==> src/design/line_gated_char_ring_buffer_assert.svh <==
// Assertion macros for the line-gated character ring buffer.
// Both expect signals named clk and rst_n in the scope where they are used.
`ifndef LINE_GATED_CHAR_RING_BUFFER_ASSERT_SVH
`define LINE_GATED_CHAR_RING_BUFFER_ASSERT_SVH

// The consequent must hold in the same cycle as the antecedent.
`define LGCRB_ASSERT_SAME(label, ante, cons, msg) \
    label: assert property (@(posedge clk) disable iff (!rst_n) (ante) |-> (cons)) \
        else $error(msg);

// The consequent must hold in the cycle after the antecedent.
`define LGCRB_ASSERT_NEXT(label, ante, cons, msg) \
    label: assert property (@(posedge clk) disable iff (!rst_n) (ante) |=> (cons)) \
        else $error(msg);

`endif

==> src/design/lgcrb_pkg.sv <==
`default_nettype none

package lgcrb_pkg;

    localparam int CAPACITY_DEF = 63;
    localparam int CHAR_W       = 8;
    localparam int CNT_W        = 6;

    localparam logic [CHAR_W-1:0] NEWLINE = 8'h0A;

    typedef enum logic [1:0] {
        REQ_PUT      = 2'd0,
        REQ_GET_CHAR = 2'd1,
        REQ_GET_LINE = 2'd2
    } req_t;

    typedef enum logic [1:0] {
        ST_OK      = 2'd0,
        ST_REFUSED = 2'd1,
        ST_EMPTY   = 2'd2,
        ST_NO_LINE = 2'd3
    } stat_t;

    typedef enum logic {
        S_IDLE = 1'b0,
        S_POP  = 1'b1
    } state_t;

    typedef struct packed {
        logic [CHAR_W-1:0] char_out;
        stat_t             status;
        logic              last;
        logic              line_ready;
        logic [CNT_W-1:0]  occupancy;
        logic              is_empty;
        logic              is_full;
    } res_t;

endpackage

`default_nettype wire

==> src/design/lgcrb_ram.sv <==
`default_nettype none

module lgcrb_ram #(
    parameter int WIDTH = 8,
    parameter int DEPTH = 64,
    localparam int AW = (DEPTH > 1) ? $clog2(DEPTH) : 1
) (
    input  wire logic             clk,
    input  wire logic             we,
    input  wire logic [AW-1:0]    waddr,
    input  wire logic [WIDTH-1:0] wdata,
    input  wire logic             re,
    input  wire logic [AW-1:0]    raddr,
    output logic      [WIDTH-1:0] rdata
);

    logic [WIDTH-1:0] mem [DEPTH];

    // Read data holds while re is low, so a stalled pop keeps its byte.
    always_ff @(posedge clk)
    begin
        if (we)
        begin
            mem[waddr] <= wdata;
        end
        if (re)
        begin
            rdata <= mem[raddr];
        end
    end

endmodule

`default_nettype wire

==> src/design/lgcrb_ctrl.sv <==
`default_nettype none

module lgcrb_ctrl
    import lgcrb_pkg::*;
#(
    parameter int CAPACITY = CAPACITY_DEF,
    localparam int PTR_W = $clog2(CAPACITY + 1)
) (
    input  wire logic              clk,
    input  wire logic              rst_n,
    input  wire logic              in_valid,
    output logic                   in_stall,
    input  wire logic [1:0]        req_type,
    input  wire logic [CHAR_W-1:0] char_in,
    input  wire logic              out_free,
    output logic                   res_load,
    output res_t                   res,
    output logic                   ram_we,
    output logic      [PTR_W-1:0]  ram_waddr,
    output logic      [CHAR_W-1:0] ram_wdata,
    output logic                   ram_re,
    output logic      [PTR_W-1:0]  ram_raddr,
    input  wire logic [CHAR_W-1:0] ram_rdata
);

    state_t           state_reg, state_next;
    logic             line_mode_reg, line_mode_next;
    logic [PTR_W-1:0] wp_reg, wp_next;
    logic [PTR_W-1:0] rp_reg, rp_next;
    logic [CNT_W-1:0] fill_reg, fill_next;
    logic             pend_reg, pend_next;

    logic              accept;
    logic [CHAR_W-1:0] put_char;
    logic              pop_nl;
    logic              pop_fin;
    logic [CNT_W-1:0]  res_occ;

    // Pointers wrap at CAPACITY+1 slots.
    function automatic logic [PTR_W-1:0] ptr_inc(input logic [PTR_W-1:0] p);
        return (p == PTR_W'(CAPACITY)) ? '0 : PTR_W'(p + 1'b1);
    endfunction

    always_ff @(posedge clk or negedge rst_n)
    begin
        if (!rst_n)
        begin
            state_reg     <= S_IDLE;
            line_mode_reg <= 1'b0;
            wp_reg        <= '0;
            rp_reg        <= '0;
            fill_reg      <= '0;
            pend_reg      <= 1'b0;
        end
        else
        begin
            state_reg     <= state_next;
            line_mode_reg <= line_mode_next;
            wp_reg        <= wp_next;
            rp_reg        <= rp_next;
            fill_reg      <= fill_next;
            pend_reg      <= pend_next;
        end
    end

    always_comb
    begin
        state_next     = state_reg;
        line_mode_next = line_mode_reg;
        wp_next        = wp_reg;
        rp_next        = rp_reg;
        fill_next      = fill_reg;
        pend_next      = pend_reg;

        ram_we    = 1'b0;
        ram_waddr = wp_reg;
        ram_wdata = char_in;
        ram_re    = 1'b0;
        ram_raddr = rp_reg;

        res_load       = 1'b0;
        res.char_out   = '0;
        res.status     = ST_OK;
        res.last       = 1'b1;
        res_occ        = fill_reg;

        in_stall = (state_reg != S_IDLE) || !out_free;
        accept   = in_valid && !in_stall;

        // The put that would fill the buffer is forced to a newline, closing the line.
        put_char = (fill_reg >= CNT_W'(CAPACITY - 1)) ? NEWLINE : char_in;
        pop_nl   = (ram_rdata == NEWLINE);
        pop_fin  = !line_mode_reg || pop_nl || (fill_reg == '0);

        case (state_reg)
            S_IDLE:
            begin
                if (accept)
                begin
                    case (req_type)
                        REQ_PUT:
                        begin
                            res_load = 1'b1;
                            if (pend_reg || (fill_reg >= CNT_W'(CAPACITY)))
                            begin
                                res.status = ST_REFUSED;
                            end
                            else
                            begin
                                ram_we    = 1'b1;
                                ram_wdata = put_char;
                                wp_next   = ptr_inc(wp_reg);
                                fill_next = CNT_W'(fill_reg + 1'b1);
                                pend_next = pend_reg || (put_char == NEWLINE);
                                res_occ   = fill_next;
                            end
                        end
                        REQ_GET_CHAR, REQ_GET_LINE:
                        begin
                            if (fill_reg == '0)
                            begin
                                res_load   = 1'b1;
                                res.status = ST_EMPTY;
                            end
                            else if ((req_type == REQ_GET_LINE) && !pend_reg)
                            begin
                                res_load   = 1'b1;
                                res.status = ST_NO_LINE;
                            end
                            else
                            begin
                                ram_re         = 1'b1;
                                rp_next        = ptr_inc(rp_reg);
                                fill_next      = CNT_W'(fill_reg - 1'b1);
                                line_mode_next = (req_type == REQ_GET_LINE);
                                state_next     = S_POP;
                            end
                        end
                        default:
                        begin
                        end
                    endcase
                end
            end
            S_POP:
            begin
                // The count was already lowered when the read was issued.
                if (out_free)
                begin
                    res_load     = 1'b1;
                    res.char_out = ram_rdata;
                    res.last     = pop_fin;
                    pend_next    = pend_reg && !pop_nl;
                    if (pop_fin)
                    begin
                        state_next = S_IDLE;
                    end
                    else
                    begin
                        ram_re    = 1'b1;
                        rp_next   = ptr_inc(rp_reg);
                        fill_next = CNT_W'(fill_reg - 1'b1);
                    end
                end
            end
            default:
            begin
                state_next = S_IDLE;
            end
        endcase

        res.line_ready = pend_next;
        res.occupancy  = res_occ;
        res.is_empty   = (res_occ == '0);
        res.is_full    = (res_occ == CNT_W'(CAPACITY));
    end

endmodule

`default_nettype wire

==> src/design/line_gated_char_ring_buffer.sv <==
// Line-gated receive character buffer.
// Input channel: in_valid/in_stall carry a request word (req_type, char_in):
// put a byte, pop one byte, or pop a whole line up to and including the newline.
// Output channel: out_valid/out_stall carry one result word per put or error,
// one per popped byte, with last set on the final word of each request.
// Puts and refused or erroneous requests give their word in the cycle after
// acceptance. A pop reads the synchronous byte store first, so its first word
// passes the store's read register and then the output register; a line then
// streams one byte per cycle while the output is free. Unknown request codes
// are accepted and give no word. Throughput: one put per cycle while the output
// is free; a pop holds off new requests until its last byte is loaded.
// The next request is accepted once the previous one has loaded its last word
// and the output register is empty or being drained in that cycle.
// When out_stall is held, the output register keeps its word and in_stall rises.
// Reset clears pointers, count and the line mark at once; the byte store is not
// cleared, and needs no clearing pass since only written bytes are ever popped.
`default_nettype none

`include "line_gated_char_ring_buffer_assert.svh"

module line_gated_char_ring_buffer
    import lgcrb_pkg::*;
#(
    parameter int CAPACITY = CAPACITY_DEF
) (
    input  wire logic              clk,
    input  wire logic              rst_n,
    input  wire logic              in_valid,
    output logic                   in_stall,
    input  wire logic [1:0]        req_type,
    input  wire logic [CHAR_W-1:0] char_in,
    output logic                   out_valid,
    input  wire logic              out_stall,
    output logic      [CHAR_W-1:0] char_out,
    output logic      [1:0]        status,
    output logic                   last,
    output logic                   line_ready,
    output logic      [CNT_W-1:0]  occupancy,
    output logic                   is_empty,
    output logic                   is_full
);

    localparam int SLOTS = CAPACITY + 1;
    localparam int PTR_W = $clog2(SLOTS);

    logic              out_valid_reg, out_valid_next;
    res_t              res_reg;
    res_t              res;
    logic              res_load;
    logic              out_free;
    logic              in_acc;

    logic              ram_we;
    logic [PTR_W-1:0]  ram_waddr;
    logic [CHAR_W-1:0] ram_wdata;
    logic              ram_re;
    logic [PTR_W-1:0]  ram_raddr;
    logic [CHAR_W-1:0] ram_rdata;

    assign out_free = !out_valid_reg || !out_stall;
    assign in_acc   = in_valid && !in_stall;

    lgcrb_ctrl #(
        .CAPACITY (CAPACITY)
    ) u_ctrl (
        .clk       (clk),
        .rst_n     (rst_n),
        .in_valid  (in_valid),
        .in_stall  (in_stall),
        .req_type  (req_type),
        .char_in   (char_in),
        .out_free  (out_free),
        .res_load  (res_load),
        .res       (res),
        .ram_we    (ram_we),
        .ram_waddr (ram_waddr),
        .ram_wdata (ram_wdata),
        .ram_re    (ram_re),
        .ram_raddr (ram_raddr),
        .ram_rdata (ram_rdata)
    );

    lgcrb_ram #(
        .WIDTH (CHAR_W),
        .DEPTH (SLOTS)
    ) u_store (
        .clk   (clk),
        .we    (ram_we),
        .waddr (ram_waddr),
        .wdata (ram_wdata),
        .re    (ram_re),
        .raddr (ram_raddr),
        .rdata (ram_rdata)
    );

    always_comb
    begin
        out_valid_next = out_valid_reg;
        if (res_load)
        begin
            out_valid_next = 1'b1;
        end
        else if (!out_stall)
        begin
            out_valid_next = 1'b0;
        end
    end

    always_ff @(posedge clk or negedge rst_n)
    begin
        if (!rst_n)
        begin
            out_valid_reg <= 1'b0;
        end
        else
        begin
            out_valid_reg <= out_valid_next;
        end
    end

    always_ff @(posedge clk)
    begin
        if (res_load)
        begin
            res_reg <= res;
        end
    end

    assign out_valid  = out_valid_reg;
    assign char_out   = res_reg.char_out;
    assign status     = res_reg.status;
    assign last       = res_reg.last;
    assign line_ready = res_reg.line_ready;
    assign occupancy  = res_reg.occupancy;
    assign is_empty   = res_reg.is_empty;
    assign is_full    = res_reg.is_full;

    // A new word must never overwrite one that is still waiting.
    `LGCRB_ASSERT_SAME(a_no_overwrite, res_load, out_free, "result word overwritten")
    // A put always answers in the cycle it is accepted.
    `LGCRB_ASSERT_SAME(a_put_answers, in_acc && (req_type == REQ_PUT), res_load,
        "accepted put gave no word")
    // A full buffer always holds the forced newline.
    `LGCRB_ASSERT_SAME(a_full_has_line, out_valid && is_full, line_ready,
        "full buffer without a pending line")
    // While a line is still streaming, no new request may enter.
    `LGCRB_ASSERT_NEXT(a_line_blocks, res_load && !res.last, in_stall,
        "request accepted during a line")

endmodule

`default_nettype wire
==> config.mk <==
export PLATFORM = sky130hd
export DESIGN_NAME = line_gated_char_ring_buffer
export DESIGN_NICKNAME = d
export VERILOG_FILES = /design/src/design/lgcrb_pkg.sv /design/src/design/lgcrb_ram.sv /design/src/design/lgcrb_ctrl.sv /design/src/design/line_gated_char_ring_buffer.sv
export VERILOG_INCLUDE_DIRS = /design/src /design/src/design
export SDC_FILE = /design/constraint.sdc
export NUM_CORES = 1
export LEC_CHECK = 0
export BUFFER_PORTS_ARGS = -buffer_cell sky130_fd_sc_hd__buf_2
export CORE_ASPECT_RATIO = 1.75
export CORE_MARGIN = 5
export CORE_UTILIZATION = 62
export CTS_CLUSTER_SIZE = 30
export DETAILED_ROUTE_END_ITERATION = 8
export PLACE_DENSITY_LB_ADDON = 0.3
export SLEW_MARGIN = 20
export SYNTH_ARGS = -nofsm -noshare
export SYNTH_HDL_FRONTEND = slang
export SYNTH_SLANG_ARGS = --single-unit
==> constraint.sdc <==
create_clock -name clk -period 4.5 [get_ports clk]
set_clock_uncertainty 0.1 [all_clocks]
set_input_delay 0.45 -clock clk [delete_from_list [all_inputs] [get_ports clk]]
set_output_delay 0.45 -clock clk [all_outputs]
set_load 0.05 [all_outputs]
==> flow_summary.ini <==
[run_status]
status = finished clean

[pwr]
power_uw = 14200
p_leak_uw = 0.00804
p_per_area_nw_per_um2 = 570
peakVddDrop_mv = 0.400

[clocking]
clkTransAtPathRegs_ns = 0.07
htreeDepth = 2
clock-sinks = 562
ctsHoldBuffers = 1
root_buffer = clkbuf_16
clk_latency_ns = 0.57
clockBufferDepth = 3
cts_made_buffers = 45
cts_setup_buffers = 0
post_cts_resized = 0
cts_tree = done

[detailed_routing]
drc = 0
routed_wl_mm = 52.7
via_per_inst = 6.77
drt_iter0_drc = 1260
final_antenna_net_count = 0
wl_per_cell_um = 30.2
dr.pass1.iters = 5
vias = 11800

[floorplan]
dieWidth_um = 154
core_um2 = 35900
row_count = 92
initial_core_util_pct = 62.5
die_h_um = 262
die_area_um2 = 40200
pin_count = 36

[timing]
setup_ws_ns = 0.873
rsz0062_at_grt = false
hold_violations = 0
post-route-period-util_pct = 80.6
whs_ns = 0.170
min_period_ns = 3.63
worst_slew_pin_slew_ns = 1.14
setup_viol = 0
maxSlewHeadroom_pct = 23.6
setup_tns_ns = 0
maxSlewViolCount = 0
fmaxAchievable_mhz = 276

[cells_and_area]
largest_reg_flops = 512
layout_commonest_cell = edfxtp_1
fill_cells = 2169
post_route_cells_drive_above_1_share_pct = 23.6
syn2layout_area_growth_pct = 10.7
finalNetCount = 1260
antenna_cells = 0
final_util_pct = 69.1
top_register = u_store.mem
mostFrequentLayoutCells = 540 x edfxtp_1, 113 x mux4_2, 90 x nor2_1

[yosys]
syn_avg_cell_area_um2 = 19.3
synth_warnings = 0
yosysTopAreaCellShare_pct = 72.3
syn-instance-count = 1162
yosysTopAreaCell = edfxtp_1
syn_nets = 1185
ys.flop_type = edfxtp_1
synth_edf_count = 540
synth-seq-area-share_pct = 74.7
ys_types = 68
synth.area.top_cells = edfxtp_1 72%, mux4_2 11%, dfrtp_1 2.5%, nor2_1 1.5%, a22oi_1 1.0%
netlist_area_um2 = 22400
ys_ff_latch = 562
ys_async_sr_fraction_pct = 3.91

[hold_path]
hp-start = out_stall
whs_path_depth = 4
hold_class = in -> reg
holdPathEnd = out_valid$_DFFE_PN0P_

[place]
portBuffers = 35
place_ws_ns = 0.843
dpl.hpwl_mm = 33.6
place.gp.congestion = 0.912

[setup_path]
crit_chain = ha_1 -> and3_1 -> a31o_2 -> nor2_2 -> nand3_1 -> nor2_1
worstSetupPathType = reg -> reg
reg2reg_depth = 6
cp_num_cells = 6
required_ns = 4.59
crit_family = simple AND/OR/NAND/NOR gates
slowest_stage = nor2_1
critPathLaunchType = register
slowest_delay_ns = 0.83
r2r_start = u_ctrl.fill_reg[1]$_DFFE_PN0P_
path_max_fanout = 10
r2r_end = u_store.mem[19][4]$_DFFE_PP_
r2r_slack_ns = 0.87
worst-path-buf-inv = 0
endpoint_kind = register
critPathArrivalTime_ns = 3.72

[grt]
grt_max_degree = 65
grt.total_usage_pct = 26.5
antenna_found_initial = 0
grt_pass1_vias = 12200
grt_overflow = 0
grt_pass1_wl_mm = 78.1

[job]
cap_viol_max_count = 0
## worst max-delay path by stage
stage	to	start
global placement	u_store.mem[19][0]$_DFFE_PP_	u_ctrl.fill_reg[1]$_DFFE_PN0P_
CTS	u_store.mem[19][2]$_DFFE_PP_	u_ctrl.fill_reg[1]$_DFFE_PN0P_
floorplan	u_store.mem[0][0]$_DFFE_PP_	out_valid$_DFFE_PN0P_
detailed placement	u_store.mem[19][5]$_DFFE_PP_	u_ctrl.fill_reg[1]$_DFFE_PN0P_
finish	u_store.mem[19][4]$_DFFE_PP_	u_ctrl.fill_reg[1]$_DFFE_PN0P_
global route	u_store.mem[19][4]$_DFFE_PP_	u_ctrl.fill_reg[1]$_DFFE_PN0P_
## worst register-to-register path: cells and delay by family (launching register included)
| kind | cells | cell delay [ns] |
|---|---|---|
| DFF | 1 | 0.48 |
| and+or+nand+nor | 4 | 2.09 |
| AOI/OAI and AO/OA | 1 | 0.34 |
| adders and majority gates | 1 | 0.26 |
## power by group
part	total [uW]	switching (uW)	internal, uW	leakage, uW
clock network	3890	1780	2110	0.000702
logic	3900	2230	1670	0.00220
registers	6370	399	5970	0.00514
## cell usage after synthesis, types with 10 or more instances
cell type    n
mux2i_1     19
nand2_1     36
nand3_1     26
dfrtp_1     22
nor2b_1     12
edfxtp_1   540
xnor2_1     10
a22oi_1     31
and3_1      15
clkbuf_1    29
buf_2       15
a21oi_1     14
o21ai_0     13
mux4_2     113
nor3_1      12
nor2_1      90
## cell type report
class	instances	area, um2	share of cell area (%)
Sequential cell	562	16800	67.5
Tap cell	470	588	2.37
Timing Repair Buffer	91	661	2.66
Inverter	9	33.8	0.136
Clock buffer	56	1220	4.91
Clock inverter	28	226	0.912
Multi-Input combinational cell	528	5330	21.5
## layer usage
metal,vias up,GRT usage [%],routed length (um)
met5,-,0,0
met4,0,14.5,3400
met3,183,4.07,4060
met2,729,47.3,28300
met1,6004,30.9,16900
li1,4898,-,-
## kinds of logic after synthesis
family	after synthesis	share of synthesized area [%]
and+or+nand+nor	243	5.36
xor gates and xnor gates	15	0.586
muxes	148	13.5
adders and majority gates	9	0.502
DFF	562	74.7
buffers and inverters	72	1.69
AOI/OAI and AO/OA	113	3.65
## stage by stage
step	instance area (um2)	cells
floorplan	22400	1162
global route	24800	1744
finish	24800	1744
CTS	24800	1744
global placement	23400	1659
detailed placement	23400	1659
Note: power is estimated with default switching activity, not from simulation.
